==> config.mk <==
export PLATFORM = sky130hd
export DESIGN_NAME = calendar_date_to_julian_day_top
export DESIGN_NICKNAME = d
export VERILOG_FILES = /design/src/sv/cdjd_pkg.sv /design/src/sv/cdjd_pipe.sv /design/src/sv/calendar_date_to_julian_day_top.sv
export SDC_FILE = /design/constraint.sdc
export NUM_CORES = 2
export LEC_CHECK = 0
export ABC_AREA = 1
export BUFFER_PORTS_ARGS = -buffer_cell sky130_fd_sc_hd__buf_2
export CORE_ASPECT_RATIO = 0.5
export CORE_MARGIN = 3
export CORE_UTILIZATION = 64
export CTS_CLUSTER_SIZE = 20
export DETAILED_ROUTE_END_ITERATION = 7
export PLACE_DENSITY = 0.88
export SLEW_MARGIN = 15
export SYNTH_ARGS = -nofsm -noshare
export SYNTH_HDL_FRONTEND = slang
export SYNTH_SLANG_ARGS = --single-unit
==> constraint.sdc <==
create_clock -name i_clk -period 20.4 [get_ports i_clk]
set_clock_uncertainty 0.05 [all_clocks]
set_input_delay 2.04 -clock i_clk [delete_from_list [all_inputs] [get_ports i_clk]]
set_output_delay 2.04 -clock i_clk [all_outputs]
set_load 0.005 [all_outputs]
==> src/sv/cdjd_pkg.sv <==
// Shared types, constants and tables of the calendar date to day number block.
// Used by cdjd_pipe and calendar_date_to_julian_day_top; depends on nothing.
package cdjd_pkg;

    localparam int YEAR_W = 21;
    localparam int DATE_W = 35;
    localparam int DN_W   = 30;
    localparam int SEC_W  = 17;
    localparam int IN_W   = 48;
    localparam int OUT_W  = 56;

    localparam logic signed [YEAR_W-1:0] YEAR_MAX = 21'sd1000000;
    localparam logic signed [YEAR_W-1:0] YEAR_MIN = -21'sd1000000;

    localparam logic signed [DATE_W-1:0] LAST_OLD_RESET  = 35'sd17520902;
    localparam logic signed [DATE_W-1:0] FIRST_NEW_RESET = 35'sd17520914;

    // Reciprocal of 100 scaled by 2**27, exact for magnitudes below 2**20.
    localparam logic [20:0] RECIP_100 = 21'd1342178;
    localparam int          RECIP_SH  = 27;

    localparam logic signed [DN_W-1:0] MJD_OFFSET   = 30'sd679004;
    localparam logic signed [DN_W-1:0] JULIAN_BIAS  = 30'sd1181;
    localparam logic signed [21:0]     JULIAN_SHIFT = 22'sd4716;

    typedef enum logic [2:0] {
        ST_OK     = 3'd0,
        ST_YEAR   = 3'd1,
        ST_DAY    = 3'd2,
        ST_HOUR   = 3'd3,
        ST_MINUTE = 3'd4,
        ST_SECOND = 3'd5,
        ST_MONTH  = 3'd6,
        ST_GAP    = 3'd7
    } t_status;

    typedef enum logic [1:0] {
        CFG_LAST_OLD  = 2'd0,
        CFG_FIRST_NEW = 2'd1
    } t_cfg_idx;

    typedef struct packed {
        logic signed [DATE_W-1:0] last_old;
        logic signed [DATE_W-1:0] first_new;
    } t_cfg;

    // floor(30.6001 * (m + 1)) for the shifted months 3 to 14.
    function automatic logic [8:0] month_days(input logic [3:0] m);
        logic [8:0] v;
        begin
            case (m)
                4'd3:    v = 9'd122;
                4'd4:    v = 9'd153;
                4'd5:    v = 9'd183;
                4'd6:    v = 9'd214;
                4'd7:    v = 9'd244;
                4'd8:    v = 9'd275;
                4'd9:    v = 9'd306;
                4'd10:   v = 9'd336;
                4'd11:   v = 9'd367;
                4'd12:   v = 9'd397;
                4'd13:   v = 9'd428;
                4'd14:   v = 9'd459;
                default: v = 9'd0;
            endcase
            return v;
        end
    endfunction

endpackage

==> src/sv/cdjd_pipe.sv <==
// Three-stage datapath: range checks, calendar switch compare, leap offset and sum.
// Depends on cdjd_pkg.
module cdjd_pipe (
    input  logic                           i_clk,
    input  logic                           i_rst_n,
    input  logic                           i_en,
    input  logic                           i_valid,
    input  logic signed [cdjd_pkg::YEAR_W-1:0] i_year,
    input  logic [3:0]                     i_month,
    input  logic [5:0]                     i_day,
    input  logic [4:0]                     i_hour,
    input  logic [5:0]                     i_minute,
    input  logic [5:0]                     i_second,
    input  cdjd_pkg::t_cfg                 i_cfg,
    output logic                           o_valid,
    output cdjd_pkg::t_status              o_status,
    output logic signed [cdjd_pkg::DN_W-1:0] o_day_number,
    output logic [cdjd_pkg::SEC_W-1:0]     o_seconds
);
    import cdjd_pkg::*;

    // Stage 1 registers.
    logic                      r1_v;
    t_status                   r1_st;
    logic signed [DATE_W-1:0]  r1_date;
    logic signed [YEAR_W-1:0]  r1_y;
    logic [8:0]                r1_mdays;
    logic [5:0]                r1_day;
    logic [SEC_W-1:0]          r1_secs;

    // Stage 2 registers.
    logic                      r2_v;
    t_status                   r2_st;
    logic                      r2_julian;
    logic                      r2_yneg;
    logic [17:0]               r2_q4;
    logic [13:0]               r2_q100;
    logic signed [DN_W-1:0]    r2_bj;
    logic signed [DN_W-1:0]    r2_y365;
    logic [8:0]                r2_mdays;
    logic [5:0]                r2_day;
    logic [SEC_W-1:0]          r2_secs;

    // Stage 3 (output) registers.
    logic                      r3_v;
    t_status                   r3_st;
    logic signed [DN_W-1:0]    r3_dn;
    logic [SEC_W-1:0]          r3_secs;

    // Stage 1 logic.
    t_status                   w_st1;
    logic [10:0]               w_md;
    logic signed [DATE_W-1:0]  w_year_x;
    logic signed [DATE_W-1:0]  w_date;
    logic                      w_early;
    logic signed [YEAR_W-1:0]  w_y;
    logic [3:0]                w_m;
    logic [SEC_W-1:0]          w_secs;

    always_comb begin
        if (i_year < YEAR_MIN || i_year > YEAR_MAX) begin
            w_st1 = ST_YEAR;
        end else if (i_day < 6'd1 || i_day > 6'd31) begin
            w_st1 = ST_DAY;
        end else if (i_hour > 5'd23) begin
            w_st1 = ST_HOUR;
        end else if (i_minute > 6'd59) begin
            w_st1 = ST_MINUTE;
        end else if (i_second > 6'd59) begin
            w_st1 = ST_SECOND;
        end else if (i_month < 4'd1 || i_month > 4'd12) begin
            w_st1 = ST_MONTH;
        end else begin
            w_st1 = ST_OK;
        end
        w_md     = 11'(i_month * 7'd100) + {5'd0, i_day};
        w_year_x = DATE_W'(i_year);
        w_date   = w_year_x * 35'sd10000 + $signed({24'd0, w_md});
        w_early  = (i_month <= 4'd2);
        w_y      = w_early ? i_year - 21'sd1 : i_year;
        w_m      = w_early ? i_month + 4'd12 : i_month;
        w_secs   = 17'(i_hour * 12'd3600) + 17'(i_minute * 6'd60) + {11'd0, i_second};
    end

    // Stage 2 logic.
    logic                      w_gap;
    logic                      w_yneg;
    logic [19:0]               w_ya;
    logic signed [21:0]        w_yj;
    logic [19:0]               w_yja;
    logic [40:0]               w_prod;
    logic signed [DN_W-1:0]    w_q4j;

    always_comb begin
        w_gap  = (r1_date > i_cfg.last_old) && (r1_date < i_cfg.first_new);
        w_yneg = r1_y[YEAR_W-1];
        w_ya   = w_yneg ? 20'(-r1_y) : 20'(r1_y);
        w_yj   = 22'(r1_y) + JULIAN_SHIFT;
        w_yja  = w_yj[21] ? 20'(-w_yj) : 20'(w_yj);
        w_prod = 41'(w_ya) * 41'(RECIP_100);
        w_q4j  = $signed({12'd0, w_yja[19:2]});
    end

    // Stage 3 logic.
    logic [18:0]               w_mag;
    logic signed [DN_W-1:0]    w_bg;
    logic signed [DN_W-1:0]    w_b;
    logic signed [DN_W-1:0]    w_dn;

    always_comb begin
        w_mag = {1'b0, r2_q4} - {5'd0, r2_q100} + {7'd0, r2_q100[13:2]};
        w_bg  = r2_yneg ? -$signed({11'd0, w_mag}) : $signed({11'd0, w_mag});
        w_b   = r2_julian ? r2_bj : w_bg;
        w_dn  = r2_y365 - MJD_OFFSET + w_b + $signed({21'd0, r2_mdays})
              + $signed({24'd0, r2_day});
    end

    always_ff @(posedge i_clk) begin
        if (!i_rst_n) begin
            r1_v <= 1'b0;
            r2_v <= 1'b0;
            r3_v <= 1'b0;
        end else if (i_en) begin
            r1_v <= i_valid;
            r2_v <= r1_v;
            r3_v <= r2_v;
        end
    end

    always_ff @(posedge i_clk) begin
        if (i_en) begin
            r1_st    <= w_st1;
            r1_date  <= w_date;
            r1_y     <= w_y;
            r1_mdays <= month_days(w_m);
            r1_day   <= i_day;
            r1_secs  <= w_secs;

            r2_st     <= (r1_st == ST_OK && w_gap) ? ST_GAP : r1_st;
            r2_julian <= (r1_date <= i_cfg.last_old);
            r2_yneg   <= w_yneg;
            r2_q4     <= w_ya[19:2];
            r2_q100   <= w_prod[RECIP_SH+13:RECIP_SH];
            r2_bj     <= (w_yj[21] ? -w_q4j : w_q4j) - JULIAN_BIAS;
            r2_y365   <= DN_W'(r1_y) * 30'sd365;
            r2_mdays  <= r1_mdays;
            r2_day    <= r1_day;
            r2_secs   <= r1_secs;

            r3_st   <= r2_st;
            r3_dn   <= (r2_st == ST_OK) ? w_dn : '0;
            r3_secs <= (r2_st == ST_OK) ? r2_secs : '0;
        end
    end

    assign o_valid      = r3_v;
    assign o_status     = r3_st;
    assign o_day_number = r3_dn;
    assign o_seconds    = r3_secs;

endmodule

==> src/sv/calendar_date_to_julian_day_top.sv <==
// Top level of the calendar date to day number converter: stream ports,
// configuration registers and output packing. Depends on cdjd_pkg and cdjd_pipe.
//
// A date and time word enters on the s_axis channel and one result word leaves
// on the m_axis channel for every word taken in, in the same order. The Julian
// date of a result is day_number + 2400000.5 + seconds_of_day / 86400; any
// nonzero status comes with zero day number and zero seconds.
// A word accepted on s_axis passes in order through the stage 1, stage 2 and
// stage 3 registers, and the stage 3 valid bit drives m_axis_tvalid. The
// pipeline takes one word per cycle while the receiver keeps m_axis_tready high.
// The three stages advance together: while the output word is held waiting for
// m_axis_tready, s_axis_tready is low and every stage keeps its contents, so
// nothing is dropped or repeated. Empty stages are filled while the output
// register is empty.
// Reset clears all stage valid bits and loads the calendar switch registers
// with 1752-09-02 as the last Julian date and 1752-09-14 as the first
// Gregorian date. The switch registers are written through i_cfg_we,
// i_cfg_idx and i_cfg_data; the user must write them only while no word is in
// flight, which the block does not enforce; unused indexes are ignored.
module calendar_date_to_julian_day_top (
    input  logic        i_clk,
    input  logic        i_rst_n,
    input  logic        s_axis_tvalid,
    output logic        s_axis_tready,
    // year_in[20:0], month_in[24:21], day_in[30:25], hour_in[35:31],
    // minute_in[41:36], second_in[47:42]
    input  logic [cdjd_pkg::IN_W-1:0]   s_axis_tdata,
    output logic        m_axis_tvalid,
    input  logic        m_axis_tready,
    // status[2:0], day_number[32:3], seconds_of_day[49:33], zero fill [55:50]
    output logic [cdjd_pkg::OUT_W-1:0]  m_axis_tdata,
    input  logic        i_cfg_we,
    input  logic [1:0]  i_cfg_idx,
    input  logic [cdjd_pkg::DATE_W-1:0] i_cfg_data
);
    import cdjd_pkg::*;

    t_cfg                    r_cfg;
    t_cfg                    n_cfg;
    logic                    w_adv;
    logic                    w_out_v;
    t_status                 w_status;
    logic signed [DN_W-1:0]  w_dn;
    logic [SEC_W-1:0]        w_secs;

    always_comb begin
        n_cfg = r_cfg;
        if (i_cfg_we) begin
            unique case (i_cfg_idx)
                CFG_LAST_OLD:  n_cfg.last_old  = $signed(i_cfg_data);
                CFG_FIRST_NEW: n_cfg.first_new = $signed(i_cfg_data);
                default:       n_cfg = r_cfg;
            endcase
        end
    end

    always_ff @(posedge i_clk) begin
        if (!i_rst_n) begin
            r_cfg.last_old  <= LAST_OLD_RESET;
            r_cfg.first_new <= FIRST_NEW_RESET;
        end else begin
            r_cfg <= n_cfg;
        end
    end

    assign w_adv         = !w_out_v || m_axis_tready;
    assign s_axis_tready = w_adv;

    cdjd_pipe u_pipe (
        .i_clk        (i_clk),
        .i_rst_n      (i_rst_n),
        .i_en         (w_adv),
        .i_valid      (s_axis_tvalid),
        .i_year       ($signed(s_axis_tdata[20:0])),
        .i_month      (s_axis_tdata[24:21]),
        .i_day        (s_axis_tdata[30:25]),
        .i_hour       (s_axis_tdata[35:31]),
        .i_minute     (s_axis_tdata[41:36]),
        .i_second     (s_axis_tdata[47:42]),
        .i_cfg        (r_cfg),
        .o_valid      (w_out_v),
        .o_status     (w_status),
        .o_day_number (w_dn),
        .o_seconds    (w_secs)
    );

    assign m_axis_tvalid = w_out_v;
    assign m_axis_tdata  = {6'd0, w_secs, w_dn, w_status};

endmodule

# [Word level (Yosys, flattened, before mapping)]
# Memory sizes are Yosys's and may differ from the RTL's. A register that Yosys moved wholly into a read port is not among the register bits.
# Cells that the tools add are included.
# W data, S select, Z words.
[word_totals] register_bits=334 latch_bits=0 ramBits=0 mem_bits_ro=144 memories=1
[mem_list] memory="(no name shown)" words=16 word_bits=9 read_ports=1 rd_ports_with_merged_regs=1 write_ports=0 line="cdjd_pkg.sv:51" text="case (m)"
[op_classes] n_addsub=18 n_mul=6 div_mod_pow=0 n_lt_le_gt_ge=13 eq_ne=1 shifts=0 mux=12 bitwise_logic=0 n_reduce_logical=13
[op_table] op="$mux W30" count=3
[op_table] op="$mul A20 B20 Y40 const B" count=1
[op_table] op="$mux W20" count=2
[op_table] op="$neg A20 Y20" count=2
[op_table] op="$add A35 B12 Y35" count=1
[op_table] op="$gt A35 B35 Y1" count=1
[op_table] op="$le A35 B35 Y1" count=1
[op_table] op="$lt A35 B35 Y1" count=1
[op_table] op="$mul A21 B11 Y31 const B" count=1
[op_table] op="$add A30 B10 Y30" count=1
[op_table] op="$add A30 B30 Y30" count=1
[op_table] op="$add A30 B7 Y30" count=1
[op_table] op="$mul A21 B10 Y30 const B" count=1
[op_table] op="$neg A18 Y30" count=1
[op_table] op="$neg A19 Y30" count=1
[op_table] op="$sub A30 B12 Y30 const B" count=1
[op_table] op="$sub A30 B21 Y30 const B" count=1
[op_table] op="$add A21 B14 Y22 const B" count=1
[op_table] op="$gt A21 B21 Y1 const B" count=1
[op_table] op="$lt A21 B21 Y1 const B" count=1
[op_table] op="$mux W21" count=1
[op_table] op="$sub A21 B2 Y21 const B" count=1
[op_table] op="$add A19 B12 Y19" count=1
[op_table] op="$sub A18 B14 Y19" count=1
[op_table] op="other kinds (25)" count=35

# [Logic depth before layout (Yosys ltp)]
[logic_depth] ltp_word=8 mapped_depth=40 mapped_depth_nobuf=40

# [Hierarchy]
# From an unflattened synthesis, not the netlist that was laid out.
[hier_totals] cells_unflattened=4611 area_unflattened_um2=40263.6
[modules_own_cells] module="cdjd_pipe" n_inst=1 cells_each=4188 area_each_um2=37354.6 seq_area_each_um2=8107.8
[modules_own_cells] module="calendar_date_to_julian_day_top" n_inst=1 cells_each=423 area_each_um2=2909.0 seq_area_each_um2=1401.3

# [Worst setup path after synthesis]
# No wires, ideal clock.
[synth_path] kind="input to output" from="input m_axis_tready" to="output s_axis_tready" arrival_time_ns=7.322 required_time_ns=18.310 path_slack_ns=10.988 stages=2 path_cell_list="nor2_1 inv_1"
[synth_via] elab_chain_len=1
[synth_lines] element="start, declared" line="calendar_date_to_julian_day_top.sv:29" text="input logic m_axis_tready,"
[synth_lines] element="$logic_or A1 B1 Y1" line="calendar_date_to_julian_day_top.sv:66" text="assign w_adv = !w_out_v || m_axis_tready;"
[synth_lines] element="end, declared" line="calendar_date_to_julian_day_top.sv:24" text="output logic s_axis_tready,"
# No other way between the ends.

# [Worst setup path in the final report]
[layout_path] from="register u_pipe.r1_y[0]" to="register u_pipe.r2_q100[6] (data pin)"
[layout_via] elab_chain_len=3
[layout_lines] element="start, declared" line="cdjd_pipe.sv:26" text="logic signed [YEAR_W-1:0] r1_y;"
[layout_lines] element="start signal, assigned" line="cdjd_pipe.sv:134" text="r1_y <= w_y;"
[layout_lines] element="$neg A20 Y20" line="cdjd_pipe.sv:97" text="w_ya = w_yneg ? 20'(-r1_y) : 20'(r1_y);"
[layout_lines] element="$mux W20" line="cdjd_pipe.sv:97"
[layout_lines] element="net u_pipe.w_ya[18]" line="cdjd_pipe.sv:88" text="logic [19:0] w_ya;"
[layout_lines] element="$mul A20 B20 Y40" line="cdjd_pipe.sv:100" text="w_prod = 41'(w_ya) * 41'(RECIP_100);"
[layout_lines] element="net u_pipe.w_prod[33]" line="cdjd_pipe.sv:91" text="logic [40:0] w_prod;"
[layout_lines] element="end signal, assigned" line="cdjd_pipe.sv:143" text="r2_q100 <= w_prod[RECIP_SH+13:RECIP_SH];"
[layout_lines] element="end, declared" line="cdjd_pipe.sv:37" text="logic [13:0] r2_q100;"
# The timed path passes the listed nets, and every way through them passes these cells.
# A chain may end at the register's enable or synchronous reset.

==> flow_metrics.py <==
metrics = {
    "status": {
        "status": "finished clean",
    },
    "sta": {
        "period_share_pct": 42.8,
        "worstMarginPinSlew_ps": 1270,
        "drv_slew": 0,
        "layout_setup_ws_ps": 11680,
        "slew-limit-headroom_pct": 14.7,
        "finalSetupViolCount": 0,
        "fin_crit_ps": 8720,
        "hold_viol_final": 0,
        "rsz0062_at_grt": "no",
        "fin_tns_setup_ps": 0,
        "fmax_mhz": 115,
    },
    "synth": {
        "ys_seq_elements": 341,
        "syn_inst": 4344,
        "avgSynthCellArea_um2": 9.05,
        "seq_area_frac_synth_pct": 24.2,
        "synth_cell_type_count": 67,
        "synth_area_mm2": 0.0393,
        "synth_top_area_share_pct": 23.7,
        "yosysTopAreaCell": "ha_1",
        "async_reset_ff_share_pct": 0,
        "yosysWarnings": 0,
        "synthTopCellsByArea": "ha_1, edfxtp_1, fa_1, inv_1, nand2_1",
        "synth_flop_cell": "edfxtp_1",
        "synth_edf_count": 268,
    },
    "route": {
        "vias_per_cell": 5.66,
        "num_vias": 30251,
        "drt_iter0_markers": 2713,
        "drt_pass1_iterations": 6,
        "post-route-drc-count": 0,
        "routed_wl_mm": 99.7,
        "detail_route.wl_per_cell_um": 18.7,
        "ant_nets": 0,
    },
    "place": {
        "detailed_place_hpwl_mm": 81.4,
        "portBuffers": 141,
        "dpl_worst_slack_ps": 11770,
        "dpl_cell_area_mm2": 0.0410,
        "place_congestion": 1.02,
    },
    "critical_path": {
        "crit_type": "register to register",
        "crit_required_ps": 20630,
        "worstPathArrival_ps": 8960,
        "critPathMaxFanout": 12,
        "cp_num_buf_inv": 5,
        "cpLargestDelayFamily": "adder cells",
        "timing.critical_path.slowest_cell_delay_ps": 760,
        "worstSetupEndpointType": "register",
        "crit_path_top_delay_cell": "xor2_1",
        "start_kind": "register",
    },
    "global_route": {
        "grt_pass1_wl_mm": 159,
        "grt_max_degree": 81,
        "gr-total-overflow": 0,
        "track_usage_pct": 30.9,
        "antenna_found_initial": 8,
        "first_global_vias": 30767,
    },
    "floorplan": {
        "chipHeight_um": 181,
        "die_area_mm2": 0.0646,
        "top_level_ports": 148,
        "rows": 63,
        "die_x_um": 357,
        "core_mm2": 0.0600,
        "initial_utilization_pct": 65.6,
    },
    "layout": {
        "layout-drive-gt1-share_pct": 6.92,
        "regArea_mm2": 0.00951,
        "multiInputGateArea_mm2": 0.0259,
        "fin_area_mm2": 0.0421,
        "n_fill_cell": 4205,
        "nets": 5663,
        "area_growth_pct": 7.14,
    },
    "worst_hold_path": {
        "min_path_type": "register to register",
    },
    "clock_network": {
        "postCtsHoldBufs": 0,
        "cts_root_buf": "clkbuf_16",
        "cts_max_level": 2,
        "cts_buffer_depth": 3,
        "clk_latency_ps": 550,
        "path_clk_slew_ps": 70,
        "cts_buffers": 34,
        "clock-sinks": 341,
        "tritoncts": "done",
        "postCtsSetupBuffers": 0,
        "post_cts_resized": 0,
    },
    "run": {
        "max-cap-violations": 0,
    },
}
## metrics by stage
step	util (%)	hold slack, ps	instances
2_1_floorplan	-	350	4349
3_3_place_gp	68.4	351	5278
3_5_place_dp	68.4	355	5278
4_1_cts	70.2	371	5338
5_1_grt	70.2	380	5342
6_report	70.2	371	5344
## routing by layer
| metal | track usage (%) | share of wire, % |
|---|---|---|
| met1 | 40.8 | 41 |
| met2 | 51.2 | 46 |
| met3 | 7.04 | 9.3 |
| met4 | 8.80 | 3.1 |
| met5 | 0 | 0 |
## cells in the mapped netlist (5+ instances only)
cell type,number
inv_1,973
ha_1,744
nand2_1,537
fa_1,327
a21oi_1,287
edfxtp_1,268
nor2_1,211
o21ai_0,199
xor2_1,156
nand3_1,145
dfxtp_1,73
xnor2_1,57
nand4_1,44
nand2_2,34
o211ai_1,30
clkbuf_1,29
nor3_1,29
o21bai_1,16
o21a_1,15
inv_2,13
o21ai_1,13
nor2_2,12
a21boi_0,9
a21o_1,9
nor4_1,9
buf_4,8
nand2_4,8
a31oi_1,7
or2_2,7
nor2_4,6
a211oi_1,5
buf_1,5
nand3_2,5
nand3b_1,5
o221ai_1,5
## flip-flops by register name, indices dropped and copies added, names as in the netlist, 18 cells and up
register             flops
u_pipe.r1_date          33
u_pipe.r2_bj            30
u_pipe.r2_y365          30
u_pipe.r2_q4            18
u_pipe.o_day_number     30
r_cfg                   70
u_pipe.r1_y             21
## cell type report
class | instances | area share [%]
antenna | 6 | 0.0356
clock buffer | 43 | 2.12
clock inverter | 17 | 0.463
inverter | 987 | 8.81
multi-input combinational | 2975 | 61.5
sequential | 341 | 22.6
tap | 812 | 2.41
timing repair buffer | 163 | 2.07
## placed cells by master (no fill, tap or decap), types with 141 or more instances in the layout
cell      instances
inv_1           972
nor2_1          211
buf_2           141
o21ai_0         199
fa_1            327
nand2_1         537
edfxtp_1        268
ha_1            744
nand3_1         145
xor2_1          155
a21oi_1         287
## final timing paths
kind	from	endpoint	slack (ps)	depth (start not counted)
worst max register to register	u_pipe.r1_y[0]	u_pipe.r2_q100[6]	11680	31
worst min-delay path	u_pipe.r1_secs[16]	u_pipe.r2_secs[16]	370	0
worst min register to register	u_pipe.r1_secs[16]	u_pipe.r2_secs[16]	370	0
worst max-delay path	u_pipe.r1_y[0]	u_pipe.r2_q100[6]	11680	31
## kinds of logic (layout without fill, tap and decap cells)
| kind of cell | after synthesis | in the layout | share of synthesized area, % |
|---|---|---|---|
| other cells | 1 | 12 | 0.00954 |
| compound gates | 615 | 615 | 8.64 |
| fa+ha+maj | 1071 | 1071 | 40.3 |
| simple gates | 1067 | 1067 | 12.0 |
| flops | 341 | 341 | 24.2 |
| xor+xnor | 215 | 215 | 4.83 |
| buf+inv | 1033 | 1210 | 10.0 |
| mux | 1 | 1 | 0.0255 |
Power is left out: the tool's default activity adds up to more than one toggle a clock period on the data nets, which glitch-free logic cannot reach.
